[config.mk]
export PLATFORM = sky130hd
export DESIGN_NAME = cobs_crc32k_frame_decoder
export DESIGN_NICKNAME = d
export VERILOG_FILES = /design/src/hw/rtl/cobscrc_pkg.sv /design/src/hw/rtl/cobscrc_frame.sv /design/src/hw/rtl/cobs_crc32k_frame_decoder.sv
export SDC_FILE = /design/constraint.sdc
export NUM_CORES = 1
export LEC_CHECK = 0
export BUFFER_PORTS_ARGS = -buffer_cell sky130_fd_sc_hd__buf_2
export CAP_MARGIN = 20
export CORE_AREA = 2 2 130 132
export DETAILED_ROUTE_END_ITERATION = 8
export DIE_AREA = 0 0 132 134
export PLACE_DENSITY = 0.85
export SETUP_SLACK_MARGIN = 0.05
export SLEW_MARGIN = 10
export SYNTH_ARGS = -nofsm -noshare
export SYNTH_HDL_FRONTEND = slang
export SYNTH_SLANG_ARGS = --single-unit
[constraint.sdc]
create_clock -name clk -period 5.7 [get_ports clk]
set_input_delay 0.285 -clock clk [delete_from_list [all_inputs] [get_ports clk]]
set_output_delay 0.285 -clock clk [all_outputs]
set_load 0.02 [all_outputs]
[src/hw/rtl/cobscrc_pkg.sv]
`timescale 1ns / 1ps
// ----------------------------------------------------------------------------
// cobscrc_pkg: shared types and functions of the COBS / CRC-32K frame decoder
// Holds the error codes, register indexes, CRC-32K octet update and the
// COBS block step used by the frame decoder.
// ----------------------------------------------------------------------------
package cobscrc_pkg;

    // Frame limits and code constants
    localparam int unsigned MAX_DATA_OCTETS  = 2048;
    localparam int unsigned DATA_LEN_W       = 12;
    localparam int unsigned CRC_FIELD_OCTETS = 5;
    localparam int unsigned CRC_VALUE_OCTETS = 4;
    localparam logic [7:0]  CODE_FULL        = 8'd255;
    localparam logic [31:0] CRC_POLY         = 32'hEB31D82E;
    localparam logic [31:0] CRC_INIT         = 32'hFFFFFFFF;
    localparam logic [31:0] CRC_RESIDUE      = 32'h0843323B;

    // Register indexes of the configuration port
    localparam logic CFG_MAX_DATA_LENGTH = 1'b0;
    localparam logic CFG_XOR_MASK        = 1'b1;

    // Frame error codes
    typedef enum logic [2:0] {
        ERR_NONE         = 3'd0,
        ERR_ZERO_CODE    = 3'd1,
        ERR_OVERRUN      = 3'd2,
        ERR_TOO_LONG     = 3'd3,
        ERR_EMPTY        = 3'd4,
        ERR_CRC_FIELD    = 3'd5,
        ERR_CRC_MISMATCH = 3'd6
    } err_t;

    // One result item from the decoder to the output register
    typedef struct packed {
        logic                    kind;
        logic [7:0]              data;
        logic                    ok;
        err_t                    err;
        logic [DATA_LEN_W-1:0]   length;
    } result_t;

    // Outcome of one octet through the COBS block machine
    typedef struct packed {
        logic       ok;
        logic       emit;
        logic [7:0] val;
        logic [7:0] remaining;
        logic       full;
        logic       zero_pending;
    } cobs_step_t;

    // Reflected CRC-32K update over one octet, LSB first
    function automatic logic [31:0] crc_update(input logic [31:0] crc_in,
                                               input logic [7:0]  octet);
        logic [31:0] crc;
        logic        mix;
        crc = crc_in;
        for (int i = 0; i < 8; i++) begin
            mix = octet[i] ^ crc[0];
            crc = crc >> 1;
            if (mix) begin
                crc = crc ^ CRC_POLY;
            end
        end
        return crc;
    endfunction

    // Advance the COBS block machine by one unmasked octet
    function automatic cobs_step_t cobs_step(input logic [7:0] remaining,
                                             input logic       full,
                                             input logic       zero_pending,
                                             input logic [7:0] dec);
        cobs_step_t r;
        r.ok           = 1'b1;
        r.emit         = 1'b0;
        r.val          = 8'd0;
        r.remaining    = remaining;
        r.full         = full;
        r.zero_pending = zero_pending;
        if (remaining == 8'd0) begin
            if (dec == 8'd0) begin
                r.ok = 1'b0;
            end else begin
                if (zero_pending) begin
                    r.emit         = 1'b1;
                    r.zero_pending = 1'b0;
                end
                r.remaining = dec - 8'd1;
                r.full      = (dec == CODE_FULL);
                if (r.remaining == 8'd0) begin
                    r.zero_pending = ~r.full;
                end
            end
        end else begin
            r.emit      = 1'b1;
            r.val       = dec;
            r.remaining = remaining - 8'd1;
            if (r.remaining == 8'd0) begin
                r.zero_pending = ~full;
            end
        end
        return r;
    endfunction

endpackage

[src/hw/rtl/cobscrc_frame.sv]
`timescale 1ns / 1ps
// ----------------------------------------------------------------------------
// cobscrc_frame: per-frame decode state and combinational octet step
// Holds CRC, COBS block state, counters and the error latch; on each step
// takes one octet and produces at most one result item.
// ----------------------------------------------------------------------------
module cobscrc_frame
(
    input  logic                         clk,
    input  logic                         rst_n,
    input  logic                         step,
    input  logic [7:0]                   octet,
    input  logic                         in_crc,
    input  logic                         last,
    input  logic [11:0]                  max_data_length,
    input  logic [7:0]                   xor_mask,
    output logic                         res_valid,
    output cobscrc_pkg::result_t         res
);

    logic [31:0]        crc_reg, crc_next;
    logic [7:0]         remaining_reg, remaining_next;
    logic               full_reg, full_next;
    logic               zp_reg, zp_next;
    logic [11:0]        count_reg, count_next;
    logic [2:0]         crc_oct_reg, crc_oct_next;
    logic [2:0]         crc_dec_reg, crc_dec_next;
    cobscrc_pkg::err_t  err_reg, err_next;

    logic [7:0]             dec;
    logic [11:0]            limit;
    logic                   have_data;
    logic                   zp_work;
    cobscrc_pkg::cobs_step_t cs;
    cobscrc_pkg::err_t      err_final;

    assign dec   = octet ^ xor_mask;
    assign limit = (max_data_length > 12'(cobscrc_pkg::MAX_DATA_OCTETS))
                 ? 12'(cobscrc_pkg::MAX_DATA_OCTETS) : max_data_length;

    // Step the frame state by one octet and form the result item
    always_comb
    begin
        crc_next       = crc_reg;
        remaining_next = remaining_reg;
        full_next      = full_reg;
        zp_next        = zp_reg;
        count_next     = count_reg;
        crc_oct_next   = crc_oct_reg;
        crc_dec_next   = crc_dec_reg;
        err_next       = err_reg;
        have_data      = 1'b0;
        zp_work        = zp_reg;
        err_final      = cobscrc_pkg::ERR_NONE;
        cs = cobscrc_pkg::cobs_step(remaining_reg, full_reg, zp_reg, dec);

        if (err_reg == cobscrc_pkg::ERR_NONE) begin
            if (!in_crc) begin
                if (crc_oct_reg != 3'd0) begin
                    err_next = cobscrc_pkg::ERR_CRC_FIELD;
                end else begin
                    crc_next = cobscrc_pkg::crc_update(crc_reg, octet);
                    if (!cs.ok) begin
                        err_next = cobscrc_pkg::ERR_ZERO_CODE;
                    end else begin
                        remaining_next = cs.remaining;
                        full_next      = cs.full;
                        zp_next        = cs.zero_pending;
                        if (cs.emit) begin
                            if (count_reg >= limit) begin
                                err_next = cobscrc_pkg::ERR_TOO_LONG;
                            end else begin
                                count_next = count_reg + 12'd1;
                                have_data  = 1'b1;
                            end
                        end
                    end
                end
            end else begin
                // Check the data field ends cleanly; drop its trailing zero
                if (crc_oct_reg == 3'd0) begin
                    if (remaining_reg != 8'd0) begin
                        err_next = cobscrc_pkg::ERR_OVERRUN;
                    end else if (count_reg == 12'd0) begin
                        err_next = cobscrc_pkg::ERR_EMPTY;
                    end else begin
                        zp_work = 1'b0;
                    end
                end
                cs = cobscrc_pkg::cobs_step(remaining_reg, full_reg, zp_work, dec);
                zp_next = zp_work;
                if (err_next == cobscrc_pkg::ERR_NONE) begin
                    if (crc_oct_reg >= 3'(cobscrc_pkg::CRC_FIELD_OCTETS)) begin
                        err_next = cobscrc_pkg::ERR_CRC_FIELD;
                    end else begin
                        crc_oct_next = crc_oct_reg + 3'd1;
                        if (!cs.ok) begin
                            err_next = cobscrc_pkg::ERR_CRC_FIELD;
                        end else begin
                            remaining_next = cs.remaining;
                            full_next      = cs.full;
                            zp_next        = cs.zero_pending;
                            if (cs.emit) begin
                                if (crc_dec_reg >= 3'(cobscrc_pkg::CRC_VALUE_OCTETS)) begin
                                    err_next = cobscrc_pkg::ERR_CRC_FIELD;
                                end else begin
                                    crc_dec_next = crc_dec_reg + 3'd1;
                                    crc_next = cobscrc_pkg::crc_update(crc_reg, cs.val);
                                end
                            end
                        end
                    end
                end
            end
        end

        // Judge the frame at its last octet
        err_final = err_next;
        if (err_next == cobscrc_pkg::ERR_NONE) begin
            if (crc_oct_next == 3'd0) begin
                if (remaining_next != 8'd0) begin
                    err_final = cobscrc_pkg::ERR_OVERRUN;
                end else if (count_next == 12'd0) begin
                    err_final = cobscrc_pkg::ERR_EMPTY;
                end else begin
                    err_final = cobscrc_pkg::ERR_CRC_FIELD;
                end
            end else if (crc_oct_next != 3'(cobscrc_pkg::CRC_FIELD_OCTETS)
                         || remaining_next != 8'd0
                         || crc_dec_next != 3'(cobscrc_pkg::CRC_VALUE_OCTETS)) begin
                err_final = cobscrc_pkg::ERR_CRC_FIELD;
            end else if (crc_next != cobscrc_pkg::CRC_RESIDUE) begin
                err_final = cobscrc_pkg::ERR_CRC_MISMATCH;
            end
        end

        // Form the result item
        res_valid  = last | have_data;
        res.kind   = last;
        res.data   = last ? 8'd0 : cs.val;
        res.ok     = last && (err_final == cobscrc_pkg::ERR_NONE);
        res.err    = last ? err_final : cobscrc_pkg::ERR_NONE;
        res.length = (last && err_final == cobscrc_pkg::ERR_NONE) ? count_next : 12'd0;

        // Clear all frame state after the status item
        if (last) begin
            crc_next       = cobscrc_pkg::CRC_INIT;
            remaining_next = 8'd0;
            full_next      = 1'b0;
            zp_next        = 1'b0;
            count_next     = 12'd0;
            crc_oct_next   = 3'd0;
            crc_dec_next   = 3'd0;
            err_next       = cobscrc_pkg::ERR_NONE;
        end
    end

    // Hold the frame state between items
    always_ff @(posedge clk or negedge rst_n)
    begin
        if (!rst_n) begin
            crc_reg       <= cobscrc_pkg::CRC_INIT;
            remaining_reg <= 8'd0;
            full_reg      <= 1'b0;
            zp_reg        <= 1'b0;
            count_reg     <= 12'd0;
            crc_oct_reg   <= 3'd0;
            crc_dec_reg   <= 3'd0;
            err_reg       <= cobscrc_pkg::ERR_NONE;
        end else if (step) begin
            crc_reg       <= crc_next;
            remaining_reg <= remaining_next;
            full_reg      <= full_next;
            zp_reg        <= zp_next;
            count_reg     <= count_next;
            crc_oct_reg   <= crc_oct_next;
            crc_dec_reg   <= crc_dec_next;
            err_reg       <= err_next;
        end
    end

endmodule

[src/hw/rtl/cobs_crc32k_frame_decoder.sv]
`timescale 1ns / 1ps
// ----------------------------------------------------------------------------
// cobs_crc32k_frame_decoder: COBS frame decoder with CRC-32K check
// Takes one received octet per item and returns decoded data octets and
// one end-of-frame status item per frame.
// ----------------------------------------------------------------------------
// Usage:
//   Input channel (in_valid / in_stall) carries encoded_octet, crc_field and
//   frame_end. Output channel (out_valid / out_stall) carries result_kind,
//   data_octet, frame_ok, error_code and decoded_length. Each item is moved
//   at a clock edge with valid high and stall low.
//   An item is captured in an input register, stepped through the frame
//   state once the output register can take a result and lands in the
//   output register. The frame state update is combinational (CRC-32K
//   octet update plus COBS counters) and loops through the frame registers,
//   so one item is taken every cycle while the output is drained.
//   If the receiver stalls, the output register holds its item and the
//   input register fills; in_stall is high only while both are occupied and
//   the receiver stalls.
//   Reset clears the frame state, empties both registers and loads
//   max_data_length = 1497 and xor_mask = 0x55. The user must write
//   configuration through cfg_we / cfg_index / cfg_data only while no
//   frame is in flight; the block does not enforce this. Data octets of a
//   frame whose status reports failure must be dropped downstream.
// ----------------------------------------------------------------------------
module cobs_crc32k_frame_decoder
(
    input  logic        clk,
    input  logic        rst_n,
    // configuration write port
    input  logic        cfg_we,
    input  logic        cfg_index,
    input  logic [11:0] cfg_data,
    // input channel
    input  logic        in_valid,
    output logic        in_stall,
    input  logic [7:0]  encoded_octet,
    input  logic        crc_field,
    input  logic        frame_end,
    // output channel
    output logic        out_valid,
    input  logic        out_stall,
    output logic        result_kind,
    output logic [7:0]  data_octet,
    output logic        frame_ok,
    output logic [2:0]  error_code,
    output logic [11:0] decoded_length
);

    logic [11:0]          max_len_reg;
    logic [7:0]           mask_reg;

    logic                 in_valid_reg, in_valid_next;
    logic [7:0]           octet_reg;
    logic                 crc_field_reg;
    logic                 frame_end_reg;

    logic                 out_valid_reg, out_valid_next;
    cobscrc_pkg::result_t out_reg;

    logic                 fire;
    logic                 accept;
    logic                 res_valid;
    cobscrc_pkg::result_t res;

    // Step when an item is held and the output register can take a result
    assign fire     = in_valid_reg && (!out_valid_reg || !out_stall);
    assign in_stall = in_valid_reg && !fire;
    assign accept   = in_valid && !in_stall;

    // Write configuration registers
    always_ff @(posedge clk or negedge rst_n)
    begin
        if (!rst_n) begin
            max_len_reg <= 12'd1497;
            mask_reg    <= 8'h55;
        end else if (cfg_we) begin
            unique case (cfg_index)
                cobscrc_pkg::CFG_MAX_DATA_LENGTH: max_len_reg <= cfg_data;
                cobscrc_pkg::CFG_XOR_MASK:        mask_reg    <= cfg_data[7:0];
                default: ;
            endcase
        end
    end

    // Advance the input register
    always_comb
    begin
        in_valid_next = in_valid_reg;
        if (accept) begin
            in_valid_next = 1'b1;
        end else if (fire) begin
            in_valid_next = 1'b0;
        end
    end

    always_ff @(posedge clk or negedge rst_n)
    begin
        if (!rst_n) begin
            in_valid_reg <= 1'b0;
        end else begin
            in_valid_reg <= in_valid_next;
        end
    end

    always_ff @(posedge clk)
    begin
        if (accept) begin
            octet_reg     <= encoded_octet;
            crc_field_reg <= crc_field;
            frame_end_reg <= frame_end;
        end
    end

    // Decode one item per cycle while the output register can take a result
    cobscrc_frame u_frame
    (
        .clk             (clk),
        .rst_n           (rst_n),
        .step            (fire),
        .octet           (octet_reg),
        .in_crc          (crc_field_reg),
        .last            (frame_end_reg),
        .max_data_length (max_len_reg),
        .xor_mask        (mask_reg),
        .res_valid       (res_valid),
        .res             (res)
    );

    // Load or drain the output register
    always_comb
    begin
        out_valid_next = out_valid_reg;
        if (fire) begin
            out_valid_next = res_valid;
        end else if (out_valid_reg && !out_stall) begin
            out_valid_next = 1'b0;
        end
    end

    always_ff @(posedge clk or negedge rst_n)
    begin
        if (!rst_n) begin
            out_valid_reg <= 1'b0;
        end else begin
            out_valid_reg <= out_valid_next;
        end
    end

    always_ff @(posedge clk)
    begin
        if (fire && res_valid) begin
            out_reg <= res;
        end
    end

    assign out_valid      = out_valid_reg;
    assign result_kind    = out_reg.kind;
    assign data_octet     = out_reg.data;
    assign frame_ok       = out_reg.ok;
    assign error_code     = out_reg.err;
    assign decoded_length = out_reg.length;

endmodule
---- Word level (Yosys, flattened, before mapping) ----
Index checks and enable logic that the tools add are counted.
storage, ports and cells
  output and inout port bits .............. 27
  input bits .............................. 28
  word-level logic and storage cells ...... 315
  bits in registers ....................... 120
cells by class
  bitwise logic cells ..................... 36
  add/sub/neg operators ................... 5
  mux-type cells .......................... 206
  reduce and logical (&&, ||, !) cells .... 36
  equality and inequality tests ........... 8
  magnitude comparators ................... 4
operators with widths
  operator                                                                   number
  32-bit 2-to-1 mux                                                          95
  16-bit NOT with 17-bit output                                              15
  3-bit 2-to-1 mux                                                           35
  8-bit 2-to-1 mux                                                           13
  12-bit 2-to-1 mux                                                          8
  1-bit 2-to-1 mux                                                           51
  18-bit 2-to-1 mux                                                          2
  8-bit logical NOT                                                          4
  32-bit by 28-bit inequality test with 1-bit output, second input constant  1
  12-bit logical NOT                                                         2
  10-bit 2-to-1 mux                                                          2
  3-bit logical NOT                                                          6
  8-bit nonzero test                                                         2
  8-bit by 1-bit subtractor with 8-bit output, second input constant         2
  1-bit bitwise XOR                                                          16
  12-bit by 1-bit adder with 12-bit output, second input constant            1
  12-bit greater-or-equal comparator                                         1
  12-bit greater-than comparator, second input constant                      1
  3-bit inequality test, second input constant                               4
  8-bit equality test, second input constant                                 1
  8-bit bitwise XOR                                                          1
  7-bit AND reduction                                                        1
  3-bit by 1-bit adder with 3-bit output, second input constant              2
  3-bit greater-or-equal comparator, second input constant                   2
  other kinds (10)                                                           27

---- Longest topological paths before layout ----
Gate-level depths: netlist (run 1).
  word-level depth ........................ 87
  depth in mapped cells ................... 16
  mapped depth without buffers ............ 14

---- By module ----
From an unflattened synthesis (run 1), not the netlist that was laid out.
second synthesis, totals
  cells, all modules ...................... 1,093
  area total of the unflattened synthesis .. 10,222.3 um^2
modules (own cells, without submodules)
  module                     cells an instance  area an instance (um^2)  seq. area each (um^2)  times used
  cobscrc_frame              1,004              8,260.4                  1,616.6                1
  cobs_crc32k_frame_decoder  89                 1,961.9                  1,615.3                1

---- Worst setup path before layout (run 1) ----
No wires, ideal clock.
  path kind ............................... reg-to-reg
  start point ............................. reg u_frame.remaining_reg[0]
  end point ............................... reg out_reg, in the netlist decoded_length[11] (data pin)
  buffers on the path ..................... 3
  arrival time ............................ 3,826 ps
  period minus slack after synthesis ...... 3,986 ps
  cell stages (with the launch flop) ...... 17
  required time ........................... 5,540 ps
  slack ................................... 1,714 ps
  setup time .............................. 160 ps
  cell sequence ........................... dfrtp_1 inv_1 ha_1 nor4b_4 and2_1 buf_4 nor2_2 xor2_4 xnor3_1 buf_6 xnor3_1 a222oi_1 and2_0 and4b_1 nand4_2 buf_6 a211oi_2
between the ends
  longest elaborated chain between the ends .. 81
  elaborated cells between the ends (all ways) .. 155
  those cells by class .................... 1 x add/sub; 3 x eq/ne; 125 x mux; 15 x bitwise; 11 x reduce/logical
ends and longest elaborated chain
  element                                             RTL line                          source
  start: declaration                                  cobscrc_frame.sv:22               logic [7:0] remaining_reg, remaining_next;
  start signal: assignment                            cobscrc_frame.sv:172              remaining_reg <= remaining_next;
  8-bit logical NOT                                   cobscrc_pkg.sv:81                 if (remaining == 8'd0) begin
  8-bit 2-to-1 mux                                    cobscrc_pkg.sv:81
  8-bit 2-to-1 mux                                    cobscrc_frame.sv:58               if (!in_crc) begin
  8-bit 2-to-1 mux                                    cobscrc_frame.sv:57               if (err_reg == cobscrc_pkg::ERR_NONE) begin
  1-bit bitwise XOR                                   cobscrc_pkg.sv:60                 mix = octet[i] ^ crc[0];
  32-bit 2-to-1 mux                                   cobscrc_pkg.sv:62                 if (mix) begin
  32-bit 2-to-1 mux                                   cobscrc_frame.sv:104              if (crc_dec_reg >= 3'(cobscrc_pkg::CRC_VALUE_OCTETS)) begin
  32-bit 2-to-1 mux                                   cobscrc_frame.sv:103              if (cs.emit) begin
  [... 65 more ...]                                   --
  32-bit 2-to-1 mux                                   cobscrc_frame.sv:57
  32-bit by 28-bit inequality test with 1-bit output  cobscrc_frame.sv:132              end else if (crc_next != cobscrc_pkg::CRC_RESIDUE) begin
  3-bit 2-to-1 mux                                    cobscrc_frame.sv:132
  3-bit 2-to-1 mux                                    cobscrc_frame.sv:128              end else if (crc_oct_next != 3'(cobscrc_pkg::CRC_FIELD_OCTETS)
  3-bit 2-to-1 mux                                    cobscrc_frame.sv:120              if (crc_oct_next == 3'd0) begin
  3-bit 2-to-1 mux                                    cobscrc_frame.sv:119              if (err_next == cobscrc_pkg::ERR_NONE) begin
  3-bit logical NOT                                   cobscrc_frame.sv:143              res.length = (last && err_final == cobscrc_pkg::ERR_NONE) ? count_next : 12'd0;
  1-bit logical AND                                   cobscrc_frame.sv:143
  end signal: assignment                              cobs_crc32k_frame_decoder.sv:153  out_reg <= res;
  end: declaration                                    cobs_crc32k_frame_decoder.sv:59   cobscrc_pkg::result_t out_reg;
Parallel ways exist; a longest one is shown, timed or not. The select of a mux whose other input is x is not followed.
A chain may end at the register's enable or synchronous reset.

---- Final worst setup path (run 1) ----
  start point ............................. reg mask_reg[0]
  end point ............................... reg out_reg, in the netlist decoded_length[10] (data pin)
between the ends
  longest elaborated chain between the ends .. 81
  elaborated cells between the ends (all ways) .. 140
  those cells by class .................... 1 x add/sub; 2 x eq/ne; 114 x mux; 15 x bitwise; 8 x reduce/logical
ends and longest elaborated chain
  element                                             RTL line                         source
  start: declaration                                  cobs_crc32k_frame_decoder.sv:51  logic [7:0] mask_reg;
  start signal: assignment                            cobs_crc32k_frame_decoder.sv:80  cobscrc_pkg::CFG_XOR_MASK: mask_reg <= cfg_data[7:0];
  8-bit bitwise XOR *                                 cobscrc_frame.sv:37              assign dec = octet ^ xor_mask;
  8-bit 2-to-1 mux                                    cobscrc_pkg.sv:81
  8-bit 2-to-1 mux                                    cobscrc_frame.sv:58
  8-bit 2-to-1 mux                                    cobscrc_frame.sv:57
  1-bit bitwise XOR                                   cobscrc_pkg.sv:60
  32-bit 2-to-1 mux                                   cobscrc_pkg.sv:62
  32-bit 2-to-1 mux                                   cobscrc_frame.sv:104
  32-bit 2-to-1 mux                                   cobscrc_frame.sv:103
  [... 65 more ...]                                   --
  32-bit 2-to-1 mux                                   cobscrc_frame.sv:57
  32-bit by 28-bit inequality test with 1-bit output  cobscrc_frame.sv:132
  3-bit 2-to-1 mux                                    cobscrc_frame.sv:132
  3-bit 2-to-1 mux                                    cobscrc_frame.sv:128
  3-bit 2-to-1 mux                                    cobscrc_frame.sv:120
  3-bit 2-to-1 mux                                    cobscrc_frame.sv:119
  3-bit logical NOT                                   cobscrc_frame.sv:143
  1-bit logical AND                                   cobscrc_frame.sv:143
Mark *: on every way between the ends. The rest lies on a longest branch, timed or not. The select of a mux whose other input is x is not followed.

==> results of run 1 <==
==> cells by family (layout without fill, tap and decap cells) <==
kind of cell    after synthesis  in the layout  share of synthesized area, %
compound gates              261            261                          17.4
xor+xnor                    242            242                          24.8
fa+ha+maj                    25             25                          3.08
buf+inv                      90            147                          3.87
flops                       120            120                          31.8
mux                          29             29                          3.18
simple gates                323            323                          15.8
==> per-stage QoR <==
step | hold WS [ps] | utilization (%) | setup slack [ps] | cells
after floorplan | -10.6 | - | 1710 | 1090
after global placement | 238 | 65.5 | 882 | 1334
after detailed placement | 234 | 65.5 | 779 | 1334
after CTS | 28.6 | 69.2 | 760 | 1367
after global routing | 34.1 | 69.2 | 295 | 1367
final | 31.2 | 69.2 | 619 | 1367
==> final cells by class <==
cell class / count / area, um^2 / area share [%]
multi-input combinational: 880 / 6530 / 58.0
sequential: 120 / 3230 / 28.7
timing repair buffer: 90 / 546 / 4.84
clock buffer: 22 / 495 / 4.40
tap: 220 / 275 / 2.44
inverter: 25 / 96.3 / 0.855
clock inverter: 10 / 91.3 / 0.810
==> layout by cell type, fill, tap and decap left out, drive strengths merged, types with 9 or more instances in the layout <==
cell and count:
nor2 90, o21ai 65, nand2 96, dfstp 43
edfxtp 35, o31ai 15, clkbuf 22, nand3 24
xnor3 19, nand4 11, xor2 48, inv 27
nor4 9, xnor2 175, dfrtp 42, a211oi 16
and2 10, nor3 22, a21oi 60, ha 25
and3 15, o22ai 17, buf 89, o22a 9
mux2 23
==> worst max-delay path by stage <==
stage | startpoint | endpoint | cells past startpoint
5_1_grt | octet_reg[4] | decoded_length[9] | 12
6_report | mask_reg[0] | decoded_length[10] | 13
4_1_cts | octet_reg[4] | decoded_length[9] | 12
3_3_place_gp | u_frame.remaining_reg[0] | decoded_length[0] | 14
3_5_place_dp | octet_reg[4] | decoded_length[1] | 12
2_1_floorplan | u_frame.remaining_reg[0] | decoded_length[11] | 16
==> per-layer routing <==
layer | up-vias | part of all wire (%) | routed length [um]
li1 | 4001 | - | -
met1 | 4429 | 41 | 14000
met2 | 652 | 43 | 14800
met3 | 99 | 13 | 4540
met4 | 0 | 2.8 | 963
met5 | - | 0 | 0
==> summary.txt, run 1 <==
Ranking of synthesized cells by area: xnor2_1 (14%), dfstp_2 (11%), dfrtp_1 (10%)
Fmax: 197 MHz
Most Crowded Layer GR: met2
Cell family with most CP delay: simple AND/OR/NAND/NOR gates
DP HPWL: 25300 um
Share of the synthesized area in the top cell type: 14.5%
Final setup fails: 0
CTS tree: built
PostCTS Resize Cnt: 0
First-pass detailed-route iteration total: 6
Worst hold path depth: 1
Number of global-route vias before repair: 8582
Drt wl/cell: 25.1 um
Leading area contributor after synthesis: xnor2_1
CTS Buf Count: 17
Ys Warns: 0
DRC violations left: 0
CP bufs+invs: 1
Iter 0 DRT Violations: 1510
Final instance area: 0.0113 mm^2
Global Route Usage Sum: 39.0%
Crit end category: flip-flop
I/O Buffers: 54
Critical path cell sequence: xor2_1 -> inv_2 -> ha_1 -> nand3_1 -> o21ai_0 -> a21o_1 -> nor4_1 -> mux2_2 -> o2bb2ai_1 -> nand4_1 -> a311o_1 -> nand2b_1 -> nor3b_1
Synth Flop Type: dfstp_2
Worst-path clk slew: 60 ps
Max Root-Sink Buffers: 2
Register area share after synthesis: 31.8%
Top-count cell post-synth: xnor2_1
Worst-margin pin slew: 1070 ps
Slowest CP cell: nor4_1
Relative slew margins: 28.0%
Setup TNS: 0 ps
Crit start category: flip-flop
Syn-to-layout area delta: 11.0%
Dpl cell area: 0.0107 mm^2
Fillers: 1253
Critical path fanouts, max: 10
R2R depth: 13
Post-CTS Setup Bufs: 0
Via Count: 9181
Max reg flops: 32
Post-Syn Area per Cell: 9.32 um^2
# rows: 47
Antenna viol nets, final: 0
IO Count: 55
Root buf cell: clkbuf_16
CP Data Arrival Time: 5320 ps
GR Overflow Total: 0
Final period util: 89.1%
R2r endpoint: decoded_length[10]
Worst Hold Path EP: octet_reg[7]
Met3 global-route usage: 11.9%
R2r startpoint: mask_reg[0]
Status: finished clean
Core outline area: 0.0163 mm^2
Syn Std Cell Area: 0.0102 mm^2
Layout cells sized above 1: 19.5%
Die footprint: 0.0177 mm^2
Maxcap violations: 0
Number of flops mapped to enable cells by yosys: 35
Initial antenna violation count: 0
RePlAce Congestion: 1.09
CP Class: reg2reg
Worst hold path type: in2reg
Final hold viol count: 0
Flops & latches, synth: 120
Asr flop ratio synth: 70.8%
Final #Nets: 1187
Met1 usage: 55.3%
Clock latency on the worst-skew pair: 430 ps
Hold_buf cts: 1
Clk sinks: 120
Pins Over Slew Limit: 0
Starting density of the core: 62.3%
Post-synth cell types: 90
Die H: 134 um
Min cycle time layout: 5080 ps
R2R Setup Slk: 620 ps
GR Util met2: 58.0%
ANT cells: 0
Unrepaired setup endpoints after global routing: false
Total nets after synthesis: 1143
CP required: 5940 ps
Final wirelength: 34300 um
Pin count of the biggest net entering global routing: 60
First-pass GRT wire length: 52000 um
CP max stage delay: 750 ps
Number of vias per cell: 6.72
Worst clock skew: 10.8 ps
Worst Min Path Start: encoded_octet[7]
Most instantiated cells after synthesis: xnor2_1 (168), nand2_1 (96), nor2_1 (89)
Mapped Cells: 1090
Width of the die: 132 um
Htree depth: 4
Power of run 1 is not shown: default switching activity piles up to over one toggle a cycle in this logic, so the estimate is an artifact.
==> inputs of run 2 (changes only) <==
CORE_AREA = 2 2 136 138   (was 2 2 130 132)
DIE_AREA = 0 0 138 140   (was 0 0 132 134)
PLACE_DENSITY = 0.79   (was 0.85)
==> summary.txt, run 2 (synthesized netlist as in run 1, its figures left out) <==
DRC violations left: 0 (unchanged)
Max reg flops: 32 (unchanged)
Drt wl/cell: 24.6 um (was 25.1 um)
Unrepaired setup endpoints after global routing: false (unchanged)
Worst-path clk slew: 60 ps (about the same)
Maxcap violations: 0 (unchanged)
Final #Nets: 1186 (was 1187)
CTS tree: built (unchanged)
Commonest non-fill, non-tap cell in the layout: xnor2_1 (unchanged)
Area of the multi-input gates: 0.00653 mm^2 (unchanged)
Status: finished clean (unchanged)
First-pass GRT wire length: 52300 um (was 52000 um)
CP bufs+invs: 3 (was 1)
Final period util: 92.4% (was 89.1%)
Min cycle time layout: 5270 ps (was 5080 ps)
Final wirelength: 33800 um (was 34300 um)
Final hold viol count: 0 (unchanged)
Relative slew margins: 39.9% (was 28.0%)
R2R Setup Slk: 430 ps (was 620 ps)
GR Overflow Total: 0 (unchanged)
Sequential cell area: 0.00323 mm^2 (unchanged)
Highest-count cells in the layout ignoring fill and taps: xnor2_1 (168), nand2_1 (96), nor2_1 (88), o21ai_0 (62), a21oi_1 (60) (unchanged)
Final setup fails: 0 (unchanged)
Critical path cell sequence: inv_1 -> ha_1 -> nor4b_4 -> nand2_1 -> buf_4 -> a21oi_1 -> a21oi_1 -> nor3_1 -> o2111ai_1 -> nor4bb_1 -> buf_4 -> mux2i_1 -> nand4_2 -> a211oi_1 (was xor2_1 -> inv_2 -> ha_1 -> nand3_1 -> o21ai_0 -> a21o_1 -> nor4_1 -> mux2_2 -> o2bb2ai_1 -> nand4_1 -> a311o_1 -> nand2b_1 -> nor3b_1)
Clock latency on the worst-skew pair: 430 ps (about the same)
Post-CTS Setup Bufs: 0 (unchanged)
Cell family with most CP delay: simple AND/OR/NAND/NOR gates (unchanged)
Fmax: 190 MHz (was 197 MHz)
Root buf cell: clkbuf_16 (unchanged)
Worst clock skew: 10.6 ps (was 10.8 ps)
Clk sinks: 120 (unchanged)
Die H: 140 um (was 134 um)
Syn-to-layout area delta: 11.2% (was 11.0%)
Via Count: 9202 (was 9181)
Width of the die: 138 um (was 132 um)
Htree depth: 4 (unchanged)
Number of vias per cell: 6.69 (was 6.72)
Global Route Usage Sum: 35.3% (was 39.0%)
Number of global-route vias before repair: 8913 (was 8582)
CP Class: reg2reg (unchanged)
Fin util: 63.5% (was 69.2%)
ANT cells: 0 (unchanged)
RePlAce Congestion: 1.07 (was 1.09)
Antenna viol nets, final: 0 (unchanged)
Worst-margin pin slew: 896 ps (was 1070 ps)
First-pass detailed-route iteration total: 6 (unchanged)
Pins Over Slew Limit: 0 (unchanged)
PostCTS Resize Cnt: 0 (unchanged)
Max Root-Sink Buffers: 2 (unchanged)
Iter 0 DRT Violations: 1362 (was 1510)
Hold_buf cts: 0 (was 1)
Initial antenna violation count: 0 (unchanged)
Worst hold path type: in2async (was in2reg)
# rows: 49 (was 47)
Setup TNS: 0 ps (unchanged)
Critical path fanouts, max: 17 (was 10)
Crit end category: flip-flop (unchanged)
DP HPWL: 24600 um (was 25300 um)
Slowest CP cell: nor4b_4 (was nor4_1)
Pin count of the biggest net entering global routing: 62 (was 60)
Layout cells sized above 1: 19.5% (about the same)
CP Data Arrival Time: 5520 ps (was 5320 ps)
Die footprint: 0.0193 mm^2 (was 0.0177 mm^2)
IO Count: 55 (unchanged)
Starting density of the core: 57.1% (was 62.3%)
CP required: 5950 ps (was 5940 ps)
CTS Buf Count: 17 (unchanged)
Crit start category: flip-flop (unchanged)
I/O Buffers: 54 (unchanged)
CP max stage delay: 580 ps (was 750 ps)
Fillers: 1490 (was 1253)
Core outline area: 0.0178 mm^2 (was 0.0163 mm^2)
[run 2: worst paths after layout]
check	start	cells past startpoint	endpoint
min in group clk	encoded_octet[7]	1	octet_reg[7]
min reg2reg	u_frame.crc_reg[8]	2	u_frame.crc_reg[8]
max in group asynchronous	rst_n	2	u_frame.remaining_reg[1]
min	rst_n	1	u_frame.crc_reg[24]
max reg2reg	u_frame.remaining_reg[0]	14	decoded_length[1]
max	u_frame.remaining_reg[0]	14	decoded_length[1]
[run 2: per-layer routing]
metal / share of wire, % / GRT usage, % / up-vias
li1: - / - / 3998
met1: 41 / 49.5 / 4437
met2: 43 / 52.2 / 650
met3: 12 / 9.44 / 117
met4: 4.0 / 14.3 / 0
met5: 0 / 0 / -
[run 2: final cells by class]
type                    count  area share, %
inverters                  25          0.853
clock inverters            11           1.20
flip-flops and latches    120           28.6
well taps                 229           2.54
repair buffers             89           4.74
multi-input cells         880           57.9
clock buffers              21           4.18
[run 2: metrics by stage]
stage	instances	worst slack, ps	cell area [um^2]	hold WS, ps
final	1375	431	11300	27.9
after global routing	1375	146	11300	20.5
after CTS	1374	660	11300	21.4
after detailed placement	1342	743	10700	464
after global placement	1342	873	10700	462
after floorplan	1090	1710	10200	-10.6
Power of run 2 is left out for the same reason.
==> inputs of run 3 (changes only) <==
RECOVER_POWER = 25   (was unset)
SLEW_MARGIN = 20   (was 10)
==> summary.txt, run 3 (synthesized netlist as in run 1, its figures left out) <==
GR Overflow Total: 0 (unchanged)
ANT cells: 0 (unchanged)
Max reg flops: 32 (unchanged)
RePlAce Congestion: 1.07 (unchanged)
IO Count: 55 (unchanged)
Die footprint: 0.0193 mm^2 (unchanged)
Fmax: 190 MHz (about the same)
Worst-path clk slew: 60 ps (about the same)
Crit start category: flip-flop (unchanged)
Pins Over Slew Limit: 93 (was 0)
Die H: 140 um (unchanged)
Width of the die: 138 um (unchanged)
Clock latency on the worst-skew pair: 430 ps (about the same)
Final wirelength: 33700 um (was 33800 um)
Maxcap violations: 2 (was 0)
First-pass detailed-route iteration total: 6 (unchanged)
DRC violations left: 0 (unchanged)
Failing checks: capacitance limit, slew limit
Number of vias per cell: 6.64 (was 6.69)
Initial antenna violation count: 0 (unchanged)
Starting density of the core: 57.1% (unchanged)
Fillers: 1498 (was 1490)
Antenna viol nets, final: 0 (unchanged)
Critical path fanouts, max: 17 (unchanged)
I/O Buffers: 54 (unchanged)
Relative slew margins: -130% (was 39.9%)
Worst hold path type: in2reg (was in2async)
Crit end category: flip-flop (unchanged)
Drt wl/cell: 24.5 um (was 24.6 um)
Setup TNS: 0 ps (unchanged)
# rows: 49 (unchanged)
Highest-count cells in the layout ignoring fill and taps: xnor2_1 (168), nand2_1 (96), nor2_1 (88), o21ai_0 (62), a21oi_1 (60) (unchanged)
Root buf cell: clkbuf_16 (unchanged)
Final setup fails: 0 (unchanged)
Min cycle time layout: 5280 ps (was 5270 ps)
Hold_buf cts: 0 (unchanged)
CP Class: reg2reg (unchanged)
DP HPWL: 24600 um (unchanged)
Max Root-Sink Buffers: 2 (unchanged)
Final period util: 92.6% (was 92.4%)
Syn-to-layout area delta: 11.0% (was 11.2%)
Status: finished with violations (was finished clean)
Layout cells sized above 1: 18.5% (was 19.5%)
CP Data Arrival Time: 5520 ps (about the same)
CTS Buf Count: 17 (unchanged)
CP required: 5950 ps (about the same)
Via Count: 9124 (was 9202)
Global Route Usage Sum: 35.3% (unchanged)
PostCTS Resize Cnt: 0 (unchanged)
First-pass GRT wire length: 52300 um (unchanged)
Commonest non-fill, non-tap cell in the layout: xnor2_1 (unchanged)
Worst clock skew: 10.4 ps (was 10.6 ps)
Number of global-route vias before repair: 8913 (unchanged)
Clk sinks: 120 (unchanged)
CTS tree: built (unchanged)
Htree depth: 4 (unchanged)
Final hold viol count: 0 (unchanged)
Final #Nets: 1185 (was 1186)
Worst-margin pin slew: 3440 ps (was 896 ps)
Unrepaired setup endpoints after global routing: false (unchanged)
Pin count of the biggest net entering global routing: 62 (unchanged)
Core outline area: 0.0178 mm^2 (unchanged)
Iter 0 DRT Violations: 1423 (was 1362)
Post-CTS Setup Bufs: 0 (unchanged)
## run 3: changes by cell type in the layout (fill, tap and decap cells not counted)
cell | previous run | this run
dfstp_1 | 0 | 4
dfstp_2 | 43 | 39
clkbuf_1 | 2 | 8
buf_2 | 53 | 50
buf_4 | 36 | 32
## run 3: routing by layer
| layer | share of wire [%] | vias to the layer above | global-route usage (%) |
|---|---|---|---|
| met5 | 0 | - | 0 |
| met2 | 43 | 627 | 52.2 |
| met3 | 12 | 114 | 9.44 |
| met4 | 4.0 | 0 | 14.3 |
| li1 | - | 3993 | - |
| met1 | 41 | 4390 | 49.5 |
## run 3: final timing paths
path	start	to	slack [ps]	cells after the start
hold reg to reg	u_frame.crc_reg[8]	u_frame.crc_reg[8]	500	2
max in group asynchronous	rst_n	u_frame.err_reg[0]	1630	2
setup reg to reg	u_frame.remaining_reg[0]	decoded_length[1]	420	14
hold / removal	encoded_octet[2]	octet_reg[2]	30	1
setup / recovery	u_frame.remaining_reg[0]	decoded_length[1]	420	14
min in group asynchronous	rst_n	u_frame.crc_reg[24]	710	1
## run 3: metrics by stage
step	setup WS [ps]	cell area, um^2	utilization (%)	hold slack [ps]	instances
after floorplan	1710	10200	-	-10.6	1090
after global placement	873	10700	60.0	462	1342
after detailed placement	743	10700	60.0	464	1342
after CTS	660	11300	63.5	21.4	1374
after global routing	146	11300	63.4	20.5	1374
final	424	11300	63.4	33.3	1374
## run 3: worst max-delay path, cell delays in order (launching register included)
cell,delay (ps)
dfrtp_1,440
inv_1,120
ha_1,270
nor4b_4,570
nand2_1,290
buf_4,300
a21oi_1,390
a21oi_1,230
nor3_1,250
o2111ai_1,140
nor4bb_1,450
buf_4,220
mux2i_1,480
nand4_2,540
a211oi_1,390
## run 3: cell type report
type | instances | area (um^2) | area share [%]
clock buffer | 21 | 472 | 4.19
clock inverter | 11 | 135 | 1.20
inverter | 25 | 96.3 | 0.855
tap | 229 | 287 | 2.54
timing repair buffer | 88 | 513 | 4.55
sequential | 120 | 3230 | 28.7
multi-input combinational | 880 | 6530 | 58.0
Power of run 3 is left out for the same reason.
